$ cat config.mk
export PLATFORM = sky130hd
export DESIGN_NAME = disk_block_bitmap_allocator
export DESIGN_NICKNAME = d
export VERILOG_FILES = /design/src/hdl/dbba_pkg.sv /design/src/hdl/disk_block_bitmap_allocator.sv /design/src/hdl/dbba_ctrl.sv /design/src/hdl/dbba_datapath.sv
export SDC_FILE = /design/constraint.sdc
export NUM_CORES = 1
export LEC_CHECK = 0
export BUFFER_PORTS_ARGS = -buffer_cell sky130_fd_sc_hd__buf_2
export CAP_MARGIN = 40
export CORE_MARGIN = 5
export CORE_UTILIZATION = 45
export CTS_CLUSTER_DIAMETER = 120
export DETAILED_ROUTE_END_ITERATION = 6
export SLEW_MARGIN = 15
export SYNTH_ARGS = -nofsm -noshare
export SYNTH_HDL_FRONTEND = slang
export SYNTH_SLANG_ARGS = --single-unit
$ cat constraint.sdc
create_clock -name clk_i -period 9.8 [get_ports clk_i]
set_input_delay 0.98 -clock clk_i [delete_from_list [all_inputs] [get_ports clk_i]]
set_output_delay 0.98 -clock clk_i [all_outputs]
set_load 0.01 [all_outputs]
$ cat src/hdl/dbba_pkg.sv
`default_nettype none
package dbba_pkg;

  localparam int unsigned SectorsPerTrackDefault = 21;
  localparam int unsigned TrackCountDefault      = 35;

  localparam logic [1:0] REQ_ALLOC     = 2'd0;
  localparam logic [1:0] REQ_FREE      = 2'd1;
  localparam logic [1:0] REQ_SET_POS   = 2'd2;
  localparam logic [1:0] REQ_RESET_POS = 2'd3;

  localparam logic [1:0] ST_OK       = 2'd0;
  localparam logic [1:0] ST_NO_BLOCK = 2'd1;
  localparam logic [1:0] ST_ILLEGAL  = 2'd2;

  typedef enum logic [2:0] {
    CtlClear,
    CtlIdle,
    CtlExec,
    CtlRmw,
    CtlSearch,
    CtlFinish
  } ctl_state_e;

  typedef enum logic [2:0] {
    CurKeep,
    CurReq,
    CurHome,
    CurZero,
    CurFound
  } cur_sel_e;

  typedef struct packed {
    logic       clear_step;
    logic       load;
    logic       rd_req;
    logic       wr_alloc;
    logic       wr_free;
    logic       search_start;
    logic       search_step;
    cur_sel_e   cur_sel;
    logic       st_set;
    logic [1:0] st_val;
    logic       out_load;
  } dp_cmd_t;

  typedef struct packed {
    logic       clr_done;
    logic [1:0] req;
    logic       legal;
    logic       req_used;
    logic       start_wrap;
    logic       found;
    logic       none;
    logic       out_free;
  } dp_stat_t;

endpackage
`default_nettype wire

$ cat src/hdl/disk_block_bitmap_allocator.sv
`default_nettype none
// Block usage map allocator over TRACK_COUNT tracks of SECTORS_PER_TRACK sectors,
// one bit per block in a byte-wide single-port-read memory, set meaning used.
// After reset a clearing pass writes the map to all free, one byte per cycle,
// over all ceil(TRACK_COUNT*SECTORS_PER_TRACK/8) map bytes, before the first
// request is taken. Reset position, set position and illegal requests are
// settled in the execute state; free and allocate of a free block go on to a
// read-modify-write of one map byte. Allocate of a used block scans forward
// one block per cycle through the map read port, probing at most the blocks
// after the request; a used last block leaves nothing to probe.
// A one-entry output register lets a result wait while the next request is taken.
module disk_block_bitmap_allocator #(
  parameter int unsigned SECTORS_PER_TRACK = dbba_pkg::SectorsPerTrackDefault,
  parameter int unsigned TRACK_COUNT       = dbba_pkg::TrackCountDefault
) (
  input  wire logic        clk_i,
  input  wire logic        rst_ni,
  input  wire logic        s_axis_tvalid,
  output logic             s_axis_tready,
  input  wire logic [15:0] s_axis_tdata,   // track[5:0], sector[11:6], zero[15:12]
  input  wire logic [1:0]  s_axis_tuser,   // req_type[1:0]
  output logic             m_axis_tvalid,
  input  wire logic        m_axis_tready,
  output logic [15:0]      m_axis_tdata,   // track_out[5:0], sector_out[11:6], zero[15:12]
  output logic [1:0]       m_axis_tuser    // status[1:0]
);

  dbba_pkg::dp_cmd_t  cmd;
  dbba_pkg::dp_stat_t stat;
  logic [5:0]         trk_out, sec_out;

  dbba_ctrl u_ctrl (
    .clk_i      (clk_i),
    .rst_ni     (rst_ni),
    .in_valid_i (s_axis_tvalid),
    .in_ready_o (s_axis_tready),
    .stat_i     (stat),
    .cmd_o      (cmd)
  );

  dbba_datapath #(
    .SECTORS_PER_TRACK (SECTORS_PER_TRACK),
    .TRACK_COUNT       (TRACK_COUNT)
  ) u_datapath (
    .clk_i       (clk_i),
    .rst_ni      (rst_ni),
    .cmd_i       (cmd),
    .stat_o      (stat),
    .req_i       (s_axis_tuser),
    .trk_i       (s_axis_tdata[5:0]),
    .sec_i       (s_axis_tdata[11:6]),
    .out_ready_i (m_axis_tready),
    .out_valid_o (m_axis_tvalid),
    .status_o    (m_axis_tuser),
    .trk_o       (trk_out),
    .sec_o       (sec_out)
  );

  assign m_axis_tdata = {4'd0, sec_out, trk_out};

endmodule
`default_nettype wire

$ cat src/hdl/dbba_ctrl.sv
`default_nettype none
module dbba_ctrl (
  input  wire logic              clk_i,
  input  wire logic              rst_ni,
  input  wire logic              in_valid_i,
  output logic                   in_ready_o,
  input  wire dbba_pkg::dp_stat_t stat_i,
  output dbba_pkg::dp_cmd_t      cmd_o
);

  dbba_pkg::ctl_state_e state_q, state_d;

  always_ff @(posedge clk_i or negedge rst_ni) begin
    if (!rst_ni) begin
      state_q <= dbba_pkg::CtlClear;
    end else begin
      state_q <= state_d;
    end
  end

  always_comb begin
    state_d            = state_q;
    in_ready_o         = 1'b0;
    cmd_o              = '0;
    cmd_o.cur_sel      = dbba_pkg::CurKeep;
    cmd_o.st_val       = dbba_pkg::ST_OK;
    case (state_q)
      dbba_pkg::CtlClear: begin
        cmd_o.clear_step = 1'b1;
        if (stat_i.clr_done) state_d = dbba_pkg::CtlIdle;
      end
      dbba_pkg::CtlIdle: begin
        in_ready_o = 1'b1;
        if (in_valid_i) begin
          cmd_o.load = 1'b1;
          state_d    = dbba_pkg::CtlExec;
        end
      end
      dbba_pkg::CtlExec: begin
        cmd_o.st_set = 1'b1;
        state_d      = dbba_pkg::CtlFinish;
        if (stat_i.req == dbba_pkg::REQ_RESET_POS) begin
          cmd_o.cur_sel = dbba_pkg::CurHome;
        end else if (!stat_i.legal) begin
          cmd_o.st_val = dbba_pkg::ST_ILLEGAL;
        end else if (stat_i.req == dbba_pkg::REQ_SET_POS) begin
          cmd_o.cur_sel = dbba_pkg::CurReq;
        end else begin
          cmd_o.st_set = 1'b0;
          cmd_o.rd_req = 1'b1;
          state_d      = dbba_pkg::CtlRmw;
        end
      end
      dbba_pkg::CtlRmw: begin
        cmd_o.st_set = 1'b1;
        state_d      = dbba_pkg::CtlFinish;
        if (stat_i.req == dbba_pkg::REQ_FREE) begin
          cmd_o.wr_free = 1'b1;
        end else if (!stat_i.req_used) begin
          cmd_o.wr_alloc = 1'b1;
          cmd_o.cur_sel  = dbba_pkg::CurReq;
        end else begin
          cmd_o.st_val = dbba_pkg::ST_NO_BLOCK;
          if (stat_i.start_wrap) begin
            cmd_o.cur_sel = dbba_pkg::CurZero;
          end else begin
            cmd_o.search_start = 1'b1;
            state_d            = dbba_pkg::CtlSearch;
          end
        end
      end
      dbba_pkg::CtlSearch: begin
        cmd_o.search_step = 1'b1;
        if (stat_i.found) begin
          cmd_o.cur_sel = dbba_pkg::CurFound;
          state_d       = dbba_pkg::CtlFinish;
        end else if (stat_i.none) begin
          cmd_o.cur_sel = dbba_pkg::CurZero;
          state_d       = dbba_pkg::CtlFinish;
        end
      end
      dbba_pkg::CtlFinish: begin
        if (stat_i.out_free) begin
          cmd_o.out_load = 1'b1;
          state_d        = dbba_pkg::CtlIdle;
        end
      end
      default: state_d = dbba_pkg::CtlClear;
    endcase
  end

endmodule
`default_nettype wire

$ cat src/hdl/dbba_datapath.sv
`default_nettype none
module dbba_datapath #(
  parameter int unsigned SECTORS_PER_TRACK = dbba_pkg::SectorsPerTrackDefault,
  parameter int unsigned TRACK_COUNT       = dbba_pkg::TrackCountDefault
) (
  input  wire logic              clk_i,
  input  wire logic              rst_ni,
  input  wire dbba_pkg::dp_cmd_t cmd_i,
  output dbba_pkg::dp_stat_t     stat_o,
  input  wire logic [1:0]        req_i,
  input  wire logic [5:0]        trk_i,
  input  wire logic [5:0]        sec_i,
  input  wire logic              out_ready_i,
  output logic                   out_valid_o,
  output logic [1:0]             status_o,
  output logic [5:0]             trk_o,
  output logic [5:0]             sec_o
);

  localparam int unsigned MapBits  = TRACK_COUNT * SECTORS_PER_TRACK;
  localparam int unsigned MapBytes = (MapBits + 7) / 8;
  localparam int unsigned IdxW     = (MapBits > 16) ? $clog2(MapBits) : 4;
  localparam int unsigned AddrW    = IdxW - 3;
  localparam logic [5:0]  LastSec  = 6'(SECTORS_PER_TRACK - 1);
  localparam logic [5:0]  LastTrk  = 6'(TRACK_COUNT);

  logic [7:0]      mem [MapBytes];
  logic [7:0]      rdata_q;

  logic [1:0]      req_q;
  logic [5:0]      trk_q, sec_q;
  logic            legal_q;
  logic [IdxW-1:0] idx_q, idx_d;

  logic [5:0]      cur_trk_q, cur_sec_q, cur_trk_d, cur_sec_d;
  logic [1:0]      st_q;

  logic [5:0]      it_q, is_q;
  logic [IdxW-1:0] ii_q;
  logic            iend_q;
  logic [5:0]      ct_q, cs_q;
  logic [2:0]      cb_q;
  logic            cv_q;

  logic [AddrW-1:0] clr_q;

  logic            out_vld_q;
  logic [1:0]      out_st_q;
  logic [5:0]      out_trk_q, out_sec_q;

  logic [5:0]      base_t, base_s, nxt_t, nxt_s;
  logic [IdxW-1:0] base_i;
  logic            nxt_wrap;
  logic            issue;
  logic            rd_en, wr_en;
  logic [AddrW-1:0] raddr, waddr;
  logic [7:0]      wdata, mask;
  logic            chk_bit;

  assign idx_d = IdxW'((12'(trk_i) - 12'd1) * 12'(SECTORS_PER_TRACK) + 12'(sec_i));

  assign base_t   = cmd_i.search_start ? trk_q : it_q;
  assign base_s   = cmd_i.search_start ? sec_q : is_q;
  assign base_i   = cmd_i.search_start ? idx_q : ii_q;
  assign nxt_wrap = (base_s == LastSec) && (base_t == LastTrk);
  assign nxt_s    = (base_s == LastSec) ? 6'd0 : base_s + 6'd1;
  assign nxt_t    = (base_s == LastSec) ? base_t + 6'd1 : base_t;

  assign issue   = cmd_i.search_step && !iend_q;
  assign rd_en   = cmd_i.rd_req || issue;
  assign raddr   = issue ? ii_q[IdxW-1:3] : idx_q[IdxW-1:3];
  assign mask    = 8'(1) << idx_q[2:0];
  assign wr_en   = cmd_i.clear_step || cmd_i.wr_alloc || cmd_i.wr_free;
  assign waddr   = cmd_i.clear_step ? clr_q : idx_q[IdxW-1:3];
  assign wdata   = cmd_i.clear_step ? 8'd0 :
                   cmd_i.wr_alloc   ? (rdata_q | mask) : (rdata_q & ~mask);
  assign chk_bit = rdata_q[cb_q];

  always_ff @(posedge clk_i) begin
    if (wr_en) mem[waddr] <= wdata;
    if (rd_en) rdata_q <= mem[raddr];
  end

  always_ff @(posedge clk_i or negedge rst_ni) begin
    if (!rst_ni) begin
      clr_q <= '0;
    end else if (cmd_i.clear_step) begin
      clr_q <= clr_q + AddrW'(1);
    end
  end

  always_ff @(posedge clk_i) begin
    if (cmd_i.load) begin
      req_q   <= req_i;
      trk_q   <= trk_i;
      sec_q   <= sec_i;
      idx_q   <= idx_d;
      legal_q <= (trk_i != 6'd0) && (trk_i <= LastTrk) &&
                 (sec_i < 6'(SECTORS_PER_TRACK));
    end
  end

  always_ff @(posedge clk_i or negedge rst_ni) begin
    if (!rst_ni) begin
      iend_q <= 1'b0;
      cv_q   <= 1'b0;
    end else if (cmd_i.search_start) begin
      iend_q <= nxt_wrap;
      cv_q   <= 1'b0;
    end else if (cmd_i.search_step) begin
      if (!iend_q) iend_q <= nxt_wrap;
      cv_q <= !iend_q;
    end
  end

  always_ff @(posedge clk_i) begin
    if (cmd_i.search_start || issue) begin
      it_q <= nxt_t;
      is_q <= nxt_s;
      ii_q <= base_i + IdxW'(1);
    end
    if (issue) begin
      ct_q <= it_q;
      cs_q <= is_q;
      cb_q <= ii_q[2:0];
    end
  end

  always_comb begin
    cur_trk_d = cur_trk_q;
    cur_sec_d = cur_sec_q;
    case (cmd_i.cur_sel)
      dbba_pkg::CurKeep: begin
      end
      dbba_pkg::CurReq: begin
        cur_trk_d = trk_q;
        cur_sec_d = sec_q;
      end
      dbba_pkg::CurHome: begin
        cur_trk_d = 6'd1;
        cur_sec_d = 6'd0;
      end
      dbba_pkg::CurZero: begin
        cur_trk_d = 6'd0;
        cur_sec_d = 6'd0;
      end
      dbba_pkg::CurFound: begin
        cur_trk_d = ct_q;
        cur_sec_d = cs_q;
      end
      default: begin
      end
    endcase
  end

  always_ff @(posedge clk_i or negedge rst_ni) begin
    if (!rst_ni) begin
      cur_trk_q <= 6'd1;
      cur_sec_q <= 6'd0;
    end else begin
      cur_trk_q <= cur_trk_d;
      cur_sec_q <= cur_sec_d;
    end
  end

  always_ff @(posedge clk_i) begin
    if (cmd_i.st_set) st_q <= cmd_i.st_val;
  end

  always_ff @(posedge clk_i or negedge rst_ni) begin
    if (!rst_ni) begin
      out_vld_q <= 1'b0;
    end else if (cmd_i.out_load) begin
      out_vld_q <= 1'b1;
    end else if (out_ready_i) begin
      out_vld_q <= 1'b0;
    end
  end

  always_ff @(posedge clk_i) begin
    if (cmd_i.out_load) begin
      out_st_q  <= st_q;
      out_trk_q <= cur_trk_q;
      out_sec_q <= cur_sec_q;
    end
  end

  assign out_valid_o = out_vld_q;
  assign status_o    = out_st_q;
  assign trk_o       = out_trk_q;
  assign sec_o       = out_sec_q;

  assign stat_o.clr_done   = cmd_i.clear_step && (clr_q == AddrW'(MapBytes - 1));
  assign stat_o.req        = req_q;
  assign stat_o.legal      = legal_q;
  assign stat_o.req_used   = rdata_q[idx_q[2:0]];
  assign stat_o.start_wrap = (sec_q == LastSec) && (trk_q == LastTrk);
  assign stat_o.found      = cv_q && !chk_bit;
  assign stat_o.none       = cv_q && chk_bit && iend_q;
  assign stat_o.out_free   = !out_vld_q || out_ready_i;

endmodule
`default_nettype wire

==> impl_metrics.xml, run 1 <==
<?xml version="1.0" encoding="UTF-8"?>
<metrics>
  <group name="status">
    <metric name="outcome" unit="">complete, but fails checks</metric>
    <metric name="violations_in_the_final_reports" unit="">design-rule violations</metric>
  </group>
  <group name="clock_tree">
    <metric name="cts_made_buffers" unit="">88</metric>
    <metric name="path_clk_slew" unit="ns">0.06</metric>
    <metric name="cts_num_sinks" unit="">847</metric>
    <metric name="clock_tree_from_tritoncts" unit="">built</metric>
    <metric name="cts_setup_buffers" unit="">0</metric>
    <metric name="worstSkewPairLatency" unit="ns">0.65</metric>
    <metric name="ctsRootBufferMaster" unit="">sky130_fd_sc_hd__clkbuf_16</metric>
    <metric name="max-clock-path-buffers" unit="">3</metric>
    <metric name="cts_htree_levels" unit="">3</metric>
    <metric name="ctsResizeCount" unit="">0</metric>
    <metric name="postCtsHoldBufs" unit="">0</metric>
  </group>
  <group name="timing">
    <metric name="finalSetupTns" unit="ns">0</metric>
    <metric name="final-setup-viol-count" unit="">0</metric>
    <metric name="slew_violations" unit="">0</metric>
    <metric name="fmax" unit="MHz">192</metric>
    <metric name="rsz0062_at_grt" unit="">false</metric>
    <metric name="period_needed" unit="ns">5.20</metric>
    <metric name="layout_worst_path_cycle_share" unit="">0.530</metric>
    <metric name="relSlewSlack" unit="">0.350</metric>
    <metric name="worstMarginPinSlew" unit="ns">0.951</metric>
    <metric name="fin_skew" unit="ns">0.0305</metric>
    <metric name="fin_worst_hold_slack" unit="ns">0.381</metric>
    <metric name="hold_viol" unit="">0</metric>
  </group>
  <group name="logic_synthesis">
    <metric name="synth.yosys.warnings" unit="">0</metric>
    <metric name="largest_family_of_logic_cells_by_synthesized_area" unit="">multiplexers</metric>
    <metric name="yosysSeqAreaShare" unit="">0.708</metric>
    <metric name="synth_enable_flop_cells" unit="">822</metric>
    <metric name="post_synth_and_or_nand_nor_area_fraction" unit="">0.0891</metric>
    <metric name="synth_area" unit="um^2">35700</metric>
    <metric name="synth_mux_area_frac" unit="">0.0902</metric>
    <metric name="ys_types" unit="">83</metric>
    <metric name="synthAdderAreaFrac" unit="">0.0150</metric>
    <metric name="synth.avg_cell_area" unit="um^2">15.2</metric>
    <metric name="async_flop_share" unit="">0.0295</metric>
    <metric name="syn-instance-count" unit="">2356</metric>
    <metric name="synth_compound_gate_area_share" unit="">0.0595</metric>
    <metric name="postSynthRegisterBits" unit="">847</metric>
    <metric name="main_area_contributors_after_synthesis" unit="">sky130_fd_sc_hd__edfxtp_1 69%, sky130_fd_sc_hd__mux2i_1 4.4%, sky130_fd_sc_hd__nand2_1 3.8%</metric>
    <metric name="postSynth.topFlopCell" unit="">sky130_fd_sc_hd__edfxtp_1</metric>
    <metric name="yosysTopAreaCellShare" unit="">0.691</metric>
    <metric name="synth-xor-area-share" unit="">0.0103</metric>
    <metric name="post-synth-top-area-cell" unit="">sky130_fd_sc_hd__edfxtp_1</metric>
  </group>
  <group name="die">
    <metric name="floorplan.io_pins" unit="">42</metric>
    <metric name="core_region_area" unit="um^2">78900</metric>
    <metric name="chipWidth" unit="um">292</metric>
    <metric name="die-height" unit="um">292</metric>
    <metric name="floorplan.rows" unit="">103</metric>
    <metric name="dieArea" unit="um^2">85100</metric>
    <metric name="start_util" unit="">0.453</metric>
  </group>
  <group name="cells_and_area">
    <metric name="fraction_of_layout_instances_using_a_drive_strength_above_1" unit="">0.136</metric>
    <metric name="syn_to_final_growth" unit="%">12.4</metric>
    <metric name="finish.cell_count_without_fillers" unit="">3561</metric>
    <metric name="nets" unit="">2499</metric>
    <metric name="count_of_inserted_antenna_diode_cells" unit="">0</metric>
  </group>
  <group name="global_route">
    <metric name="antenna_violations_before_repair" unit="">1</metric>
    <metric name="grt_first_pass_wirelength" unit="um">134000</metric>
    <metric name="grt_use_total" unit="">0.208</metric>
    <metric name="grt_pass1_vias" unit="">20500</metric>
    <metric name="grt_max_degree" unit="">127</metric>
    <metric name="overflow" unit="">0</metric>
  </group>
  <group name="drt">
    <metric name="drt-initial-drc-count" unit="">2207</metric>
    <metric name="routed_wire_length_per_instance" unit="um">25.5</metric>
    <metric name="via_per_inst" unit="">5.86</metric>
    <metric name="drt_first_pass_iters" unit="">7</metric>
    <metric name="drt.antenna.violating_nets" unit="">0</metric>
    <metric name="drc_errors" unit="">3</metric>
    <metric name="route.vias.total" unit="">20900</metric>
    <metric name="totalWireLength" unit="um">90900</metric>
  </group>
  <group name="placement">
    <metric name="place.detailed.hpwl" unit="um">57200</metric>
    <metric name="io_buffers" unit="">33</metric>
    <metric name="placed_cells_incl_taps" unit="">3381</metric>
    <metric name="gp_congestion" unit="">0.855</metric>
  </group>
  <group name="setup_path">
    <metric name="setup.worst_path.end_class" unit="">flip-flop</metric>
    <metric name="crit_path_start_kind" unit="">flip-flop</metric>
    <metric name="crit_type" unit="">flip-flop to flip-flop</metric>
    <metric name="r2r-start" unit="">u_ctrl.state_q[2]$_DFFE_PN0P_</metric>
    <metric name="r2r_end" unit="">u_datapath.rdata_q[3]$_DFFE_PP_</metric>
    <metric name="cp-endpoint" unit="">u_datapath.rdata_q[3]$_DFFE_PP_</metric>
    <metric name="worst_ep_arrival_time" unit="ns">5.56</metric>
    <metric name="crit_start" unit="">u_ctrl.state_q[2]$_DFFE_PN0P_</metric>
    <metric name="crit_required" unit="ns">10.16</metric>
    <metric name="critical_path.max_fanout" unit="">39</metric>
    <metric name="ff2ff_setup_slack" unit="ns">4.60</metric>
    <metric name="ff2ff_path_depth" unit="">8</metric>
  </group>
  <group name="pwr">
    <metric name="swShare" unit="">0.201</metric>
    <metric name="total_power" unit="mW">7.21</metric>
    <metric name="total_switching_power" unit="mW">1.45</metric>
    <metric name="areal_power_density_over_the_cells" unit="nW/um^2">180</metric>
    <metric name="power_frac_seq" unit="">0.544</metric>
    <metric name="max-vdd-ir-drop" unit="uV">122</metric>
    <metric name="pwr-share-clk" unit="">0.439</metric>
    <metric name="intPower" unit="mW">5.76</metric>
    <metric name="power.share.combinational" unit="">0.017</metric>
    <metric name="p_leak" unit="nW">13.3</metric>
  </group>
  <group name="min_path">
    <metric name="hold_path.class" unit="">input pin to async pin</metric>
  </group>
  <group name="run">
    <metric name="cap_viol_max_count" unit="">0</metric>
  </group>
</metrics>
## routing by layer
| metal | vias to the layer above | part of all wire | wire (um) | global-route usage |
|---|---|---|---|---|
| met2 | 856 | 0.48 | 43600 | 0.338 |
| met5 | - | 0 | 0 | 0 |
| met4 | 0 | 0.027 | 2450 | 0.0637 |
| li1 | 9208 | - | - | - |
| met3 | 149 | 0.080 | 7300 | 0.0400 |
| met1 | 10700 | 0.41 | 37500 | 0.289 |
## registers in the layout, summed over array words and instances, names as in the netlist, 2 cells and up
signal                cells
u_datapath.sec_q          6
u_datapath.status_o       2
u_datapath.st_q           2
u_datapath.trk_q          6
u_datapath.ii_q          10
u_datapath.cb_q           3
u_datapath.ct_q           6
u_datapath.cur_trk_q      6
u_datapath.idx_q         10
u_datapath.trk_o          6
u_datapath.mem          736
u_datapath.req_q          2
u_datapath.it_q           6
u_datapath.is_q           6
u_datapath.cur_sec_q      6
u_ctrl.state_q            3
u_datapath.rdata_q        8
u_datapath.cs_q           6
u_datapath.sec_o          6
u_datapath.clr_q          7
## cell families (layout without fill, tap and decap cells)
family,Yosys count,in the layout
xor gates and xnor gates,42,42
AOI/OAI and AO/OA,303,303
buffers and inverters,173,325
DFF,847,847
adders and majority gates,38,38
and+or+nand+nor,716,716
muxes,236,236
other,1,4
## area by class of cell
| class | count | area, um^2 |
|---|---|---|
| inverters | 41 | 154 |
| clock buffers | 102 | 2250 |
| clock inverters | 60 | 472 |
| repair buffers | 122 | 1030 |
| well taps | 1050 | 1310 |
| multi-input cells | 1339 | 9620 |
| flip-flops and latches | 847 | 25300 |
| fillers | 6549 | 38700 |
## cells in the final DEF (no fill, tap or decap), types with 21 or more instances in the layout
cell type / instances
sky130_fd_sc_hd__a21oi_1: 67
sky130_fd_sc_hd__a31oi_1: 27
sky130_fd_sc_hd__buf_2: 33
sky130_fd_sc_hd__buf_4: 72
sky130_fd_sc_hd__clkbuf_16: 88
sky130_fd_sc_hd__clkinv_1: 28
sky130_fd_sc_hd__dfrtp_1: 24
sky130_fd_sc_hd__edfxtp_1: 822
sky130_fd_sc_hd__ha_1: 30
sky130_fd_sc_hd__inv_1: 40
sky130_fd_sc_hd__mux2i_1: 155
sky130_fd_sc_hd__mux4_2: 54
sky130_fd_sc_hd__nand2_1: 359
sky130_fd_sc_hd__nand2b_1: 32
sky130_fd_sc_hd__nand3_1: 70
sky130_fd_sc_hd__nand4_1: 21
sky130_fd_sc_hd__nor2_1: 146
sky130_fd_sc_hd__o21ai_0: 36
sky130_fd_sc_hd__o22ai_1: 26
sky130_fd_sc_hd__xnor2_1: 29
## synth_stat cells (all sizes together) (8+ instances only)
library cell,count
nand4,21
nand3b,10
nor2,149
a21oi,68
o31ai,10
and3,13
edfxtp,822
a32oi,18
mux2i,160
mux4,63
o21ai,37
nor3,20
fa,8
nand2,359
a22oi,8
buf,77
dfrtp,24
a31oi,28
ha,30
inv,40
a32o,17
mux2,13
xnor2,29
nand2b,32
xor2,13
a221oi,20
clkbuf,55
nand3,70
o22ai,26
o211ai,12
## worst min-delay path by stage
| stage | slack, ns | end | depth (start not counted) |
|---|---|---|---|
| floorplan | 0.40 | u_datapath.status_o[0]$_DFFE_PP_ | 0 |
| global placement | 0.41 | u_datapath.status_o[0]$_DFFE_PP_ | 0 |
| detailed placement | 0.41 | u_datapath.status_o[1]$_DFFE_PP_ | 0 |
| CTS | 0.37 | u_datapath.cur_sec_q[3]$_DFFE_PN0P_ | 1 |
| global route | 0.41 | u_datapath.cur_sec_q[3]$_DFFE_PN0P_ | 1 |
| finish | 0.38 | u_datapath.cur_sec_q[3]$_DFFE_PN0P_ | 1 |
## worst max-delay path, stage by stage, from the launching register on
cell and delay (ns):
sky130_fd_sc_hd__dfrtp_1 0.65, sky130_fd_sc_hd__or4b_4 0.82, sky130_fd_sc_hd__mux2_4 0.71, sky130_fd_sc_hd__buf_4 0.61, sky130_fd_sc_hd__buf_4 0.43, sky130_fd_sc_hd__mux4_2 0.37, sky130_fd_sc_hd__a2111oi_0 0.63, sky130_fd_sc_hd__nor2_1 0.21
sky130_fd_sc_hd__o311a_1 0.42
## per-stage QoR
step / setup slack (ns) / cell area [um^2] / utilization
after floorplan: 3.69 / 35700 / -
final: 4.60 / 40100 / 0.509
after global placement: 4.54 / 36900 / 0.467
after CTS: 4.53 / 40000 / 0.507
after global routing: 4.37 / 40100 / 0.509
after detailed placement: 4.56 / 37200 / 0.472
## power groups by stage
stage / clock, mW / sequential, mW / combinational, mW
after floorplan: 0 / 4.00 / 0.0959
after global placement: 0 / 4.00 / 0.124
after detailed placement: 0 / 4.00 / 0.123
after CTS: 3.22 / 3.92 / 0.126
after global routing: 3.38 / 3.92 / 0.143
final: 3.17 / 3.92 / 0.122
Note: power is estimated with default switching activity, not from simulation.
==> run 2, diff against run 1 <==
==> constraint.sdc (replaced) <==
create_clock -name clk_i -period 4.8 [get_ports clk_i]
set_input_delay 0.48 -clock clk_i [delete_from_list [all_inputs] [get_ports clk_i]]
set_output_delay 0.48 -clock clk_i [all_outputs]
set_load 0.01 [all_outputs]
==> impl_metrics.xml, run 2 (synthesis gave the netlist of run 1 again) <==
<?xml version="1.0" encoding="UTF-8"?>
<metrics>
  <group name="cells_and_area">
    <metric name="largest_register_ffs" unit="">736</metric>
    <metric name="nets" unit="">2609</metric>
    <metric name="final_cell_area" unit="um^2">41100</metric>
    <metric name="nFillCells" unit="">6511</metric>
    <metric name="syn_to_final_growth" unit="%">15.0</metric>
    <metric name="most_frequent_cells_in_the_layout" unit="">822 x sky130_fd_sc_hd__edfxtp_1, 359 x sky130_fd_sc_hd__nand2_1, 182 x sky130_fd_sc_hd__buf_4, 155 x sky130_fd_sc_hd__mux2i_1, 146 x sky130_fd_sc_hd__nor2_1</metric>
    <metric name="max_flop_register" unit="">u_datapath.mem</metric>
    <metric name="layout_top_registers" unit="">u_datapath.mem x736, u_datapath.idx_q x10, u_datapath.ii_q x10</metric>
    <metric name="finished_core_util" unit="">0.521</metric>
    <metric name="most_frequent_standard_cell_in_the_layout_excluding_fill_and_tap_cells" unit="">sky130_fd_sc_hd__edfxtp_1</metric>
    <metric name="fraction_of_layout_instances_using_a_drive_strength_above_1" unit="">0.174</metric>
    <metric name="count_of_inserted_antenna_diode_cells" unit="">0</metric>
  </group>
  <group name="clock_tree">
    <metric name="ctsRootBufferMaster" unit="">sky130_fd_sc_hd__clkbuf_16</metric>
    <metric name="cts_made_buffers" unit="">90</metric>
    <metric name="ctsResizeCount" unit="">0</metric>
    <metric name="worstSkewPairLatency" unit="ns">0.65</metric>
    <metric name="path_clk_slew" unit="ns">0.06</metric>
    <metric name="cts_htree_levels" unit="">3</metric>
    <metric name="cts_num_sinks" unit="">847</metric>
    <metric name="max-clock-path-buffers" unit="">3</metric>
    <metric name="clock_tree_from_tritoncts" unit="">built</metric>
  </group>
  <group name="timing">
    <metric name="worstMarginPinSlew" unit="ns">0.892</metric>
    <metric name="period_needed" unit="ns">4.34</metric>
    <metric name="relSlewSlack" unit="">0.405</metric>
    <metric name="layout_worst_path_cycle_share" unit="">0.904</metric>
    <metric name="slew_violations" unit="">0</metric>
    <metric name="fin_skew" unit="ns">0.0293</metric>
    <metric name="fin_worst_hold_slack" unit="ns">0.0575</metric>
    <metric name="final-setup-viol-count" unit="">0</metric>
    <metric name="rsz0062_at_grt" unit="">false</metric>
    <metric name="hold_viol" unit="">0</metric>
    <metric name="fmax" unit="MHz">231</metric>
  </group>
  <group name="setup_path">
    <metric name="ff2ff_setup_slack" unit="ns">0.46</metric>
    <metric name="crit_path_start_kind" unit="">flip-flop</metric>
    <metric name="critical_path.max_fanout" unit="">53</metric>
    <metric name="crit_path_max_incr_delay" unit="ns">0.71</metric>
    <metric name="crit_type" unit="">flip-flop to flip-flop</metric>
    <metric name="cp-endpoint" unit="">u_datapath.rdata_q[4]$_DFFE_PP_</metric>
    <metric name="crit_start" unit="">u_ctrl.state_q[1]$_DFFE_PN0P_</metric>
    <metric name="crit_required" unit="ns">5.18</metric>
    <metric name="worst_ep_arrival_time" unit="ns">4.72</metric>
    <metric name="critPathSlowestCell" unit="">sky130_fd_sc_hd__or4b_4</metric>
    <metric name="setup.worst_path.end_class" unit="">flip-flop</metric>
    <metric name="critical_path.cell_chain" unit="">or4b_4 &gt; mux2i_4 &gt; buf_12 &gt; mux4_2 &gt; a22oi_1 &gt; nand2_1 &gt; o22ai_1 &gt; nor4_2</metric>
    <metric name="r2r_end" unit="">u_datapath.rdata_q[4]$_DFFE_PP_</metric>
    <metric name="r2r-start" unit="">u_ctrl.state_q[1]$_DFFE_PN0P_</metric>
    <metric name="ff2ff_path_depth" unit="">8</metric>
  </group>
  <group name="drt">
    <metric name="drt_first_pass_iters" unit="">6</metric>
    <metric name="drt-initial-drc-count" unit="">2465</metric>
    <metric name="drc_errors" unit="">0</metric>
    <metric name="via_per_inst" unit="">5.84</metric>
    <metric name="route.vias.total" unit="">21500</metric>
    <metric name="routed_wire_length_per_instance" unit="um">25.5</metric>
    <metric name="drt.antenna.violating_nets" unit="">0</metric>
    <metric name="totalWireLength" unit="um">93600</metric>
  </group>
  <group name="pwr">
    <metric name="total_power" unit="mW">15.2</metric>
    <metric name="max-vdd-ir-drop" unit="uV">274</metric>
    <metric name="areal_power_density_over_the_cells" unit="nW/um^2">370</metric>
    <metric name="p_leak" unit="nW">14.0</metric>
  </group>
  <group name="die">
    <metric name="floorplan.rows" unit="">103</metric>
    <metric name="dieArea" unit="um^2">85100</metric>
    <metric name="die-height" unit="um">292</metric>
    <metric name="start_util" unit="">0.453</metric>
    <metric name="core_region_area" unit="um^2">78900</metric>
    <metric name="chipWidth" unit="um">292</metric>
    <metric name="floorplan.io_pins" unit="">42</metric>
  </group>
  <group name="global_route">
    <metric name="grt_max_degree" unit="">93</metric>
    <metric name="grt_use_total" unit="">0.216</metric>
    <metric name="grt_pass1_vias" unit="">21300</metric>
    <metric name="grt_first_pass_wirelength" unit="um">139000</metric>
    <metric name="overflow" unit="">0</metric>
    <metric name="antenna_violations_before_repair" unit="">1</metric>
  </group>
  <group name="placement">
    <metric name="placement.cell_area" unit="um^2">38100</metric>
    <metric name="gp_congestion" unit="">0.908</metric>
    <metric name="io_buffers" unit="">33</metric>
    <metric name="place.detailed.hpwl" unit="um">60600</metric>
  </group>
  <group name="min_path">
    <metric name="hold_path.class" unit="">input pin to flip-flop</metric>
  </group>
  <group name="status">
    <metric name="outcome" unit="">completed</metric>
  </group>
  <group name="run">
    <metric name="cap_viol_max_count" unit="">0</metric>
  </group>
</metrics>
==> run 2: changes by cell type in the layout (fill, tap and decap cells not counted), moves of 3 or more <==
cell                            before  now
sky130_fd_sc_hd__buf_16              5    2
sky130_fd_sc_hd__clkbuf_1           14   20
sky130_fd_sc_hd__buf_8               8    2
sky130_fd_sc_hd__buf_4              72  182
sky130_fd_sc_hd__clkinv_1           28   14
sky130_fd_sc_hd__clkinvlp_4          8    3
sky130_fd_sc_hd__dlygate4sd3_1       0    3
sky130_fd_sc_hd__clkinv_2           13   17
sky130_fd_sc_hd__bufinv_16           5   11
==> run 2: what timing repair did <==
item,4_1_cts,5_1_grt
hold buffers,3,0
endpoints found under the hold margin,26,0
buffers inserted,0,0
==> run 2: power by group <==
part	leakage (nW)	internal (mW)	switching, mW
clock	1.43	4.09	2.84
combinational	4.99	0.117	0.137
sequential	7.57	8.01	0.0000000000000000145
==> run 2: layout make-up <==
class / instances / area (um^2) / area share
Sequential cell: 847 / 25300 / 0.616
Multi-Input combinational cell: 1339 / 9620 / 0.234
Clock buffer: 112 / 2350 / 0.0573
Timing Repair Buffer: 230 / 1770 / 0.0432
Tap cell: 1050 / 1310 / 0.0320
Clock inverter: 51 / 578 / 0.0141
Inverter: 41 / 154 / 0.00374
==> run 2: worst max-delay path, delay by kind of cell (launching register included) <==
family | cells | cell delay [ns]
compound gates | 2 | 0.98
buf+inv | 1 | 0.41
flops | 1 | 0.38
mux | 2 | 1.25
simple gates | 3 | 0.98
==> run 2: worst min-delay path by stage <==
stage / to / cells past startpoint / start / slack (ns)
floorplan: u_ctrl.state_q[0]$_DFFE_PN0P_ / 0 / rst_ni / 0.18
global placement: u_datapath.status_o[1]$_DFFE_PP_ / 0 / u_datapath.st_q[1]$_DFFE_PP_ / 0.41
detailed placement: u_datapath.status_o[1]$_DFFE_PP_ / 0 / u_datapath.st_q[1]$_DFFE_PP_ / 0.42
CTS: u_datapath.trk_q[4]$_DFFE_PP_ / 1 / s_axis_tdata[4] / 0.02
global route: u_datapath.trk_q[4]$_DFFE_PP_ / 1 / s_axis_tdata[4] / 0.02
finish: u_datapath.trk_q[4]$_DFFE_PP_ / 1 / s_axis_tdata[4] / 0.06
==> run 2: per-stage QoR <==
step                      setup slack [ns]  setup TNS (ns)  cells
after floorplan                      -1.14         -418.60   2359
after global placement               0.556               0   3492
after detailed placement             0.555               0   3502
after CTS                            0.528               0   3668
after global routing                 0.406               0   3670
final                                0.462               0   3670
==> run 2: layer usage <==
layer	vias up	GRT usage	share of wire
met2	968	0.339	0.47
met3	148	0.0361	0.082
met4	2	0.0641	0.028
met5	-	0	0.00011
met1	10900	0.314	0.42
li1	9409	-	-
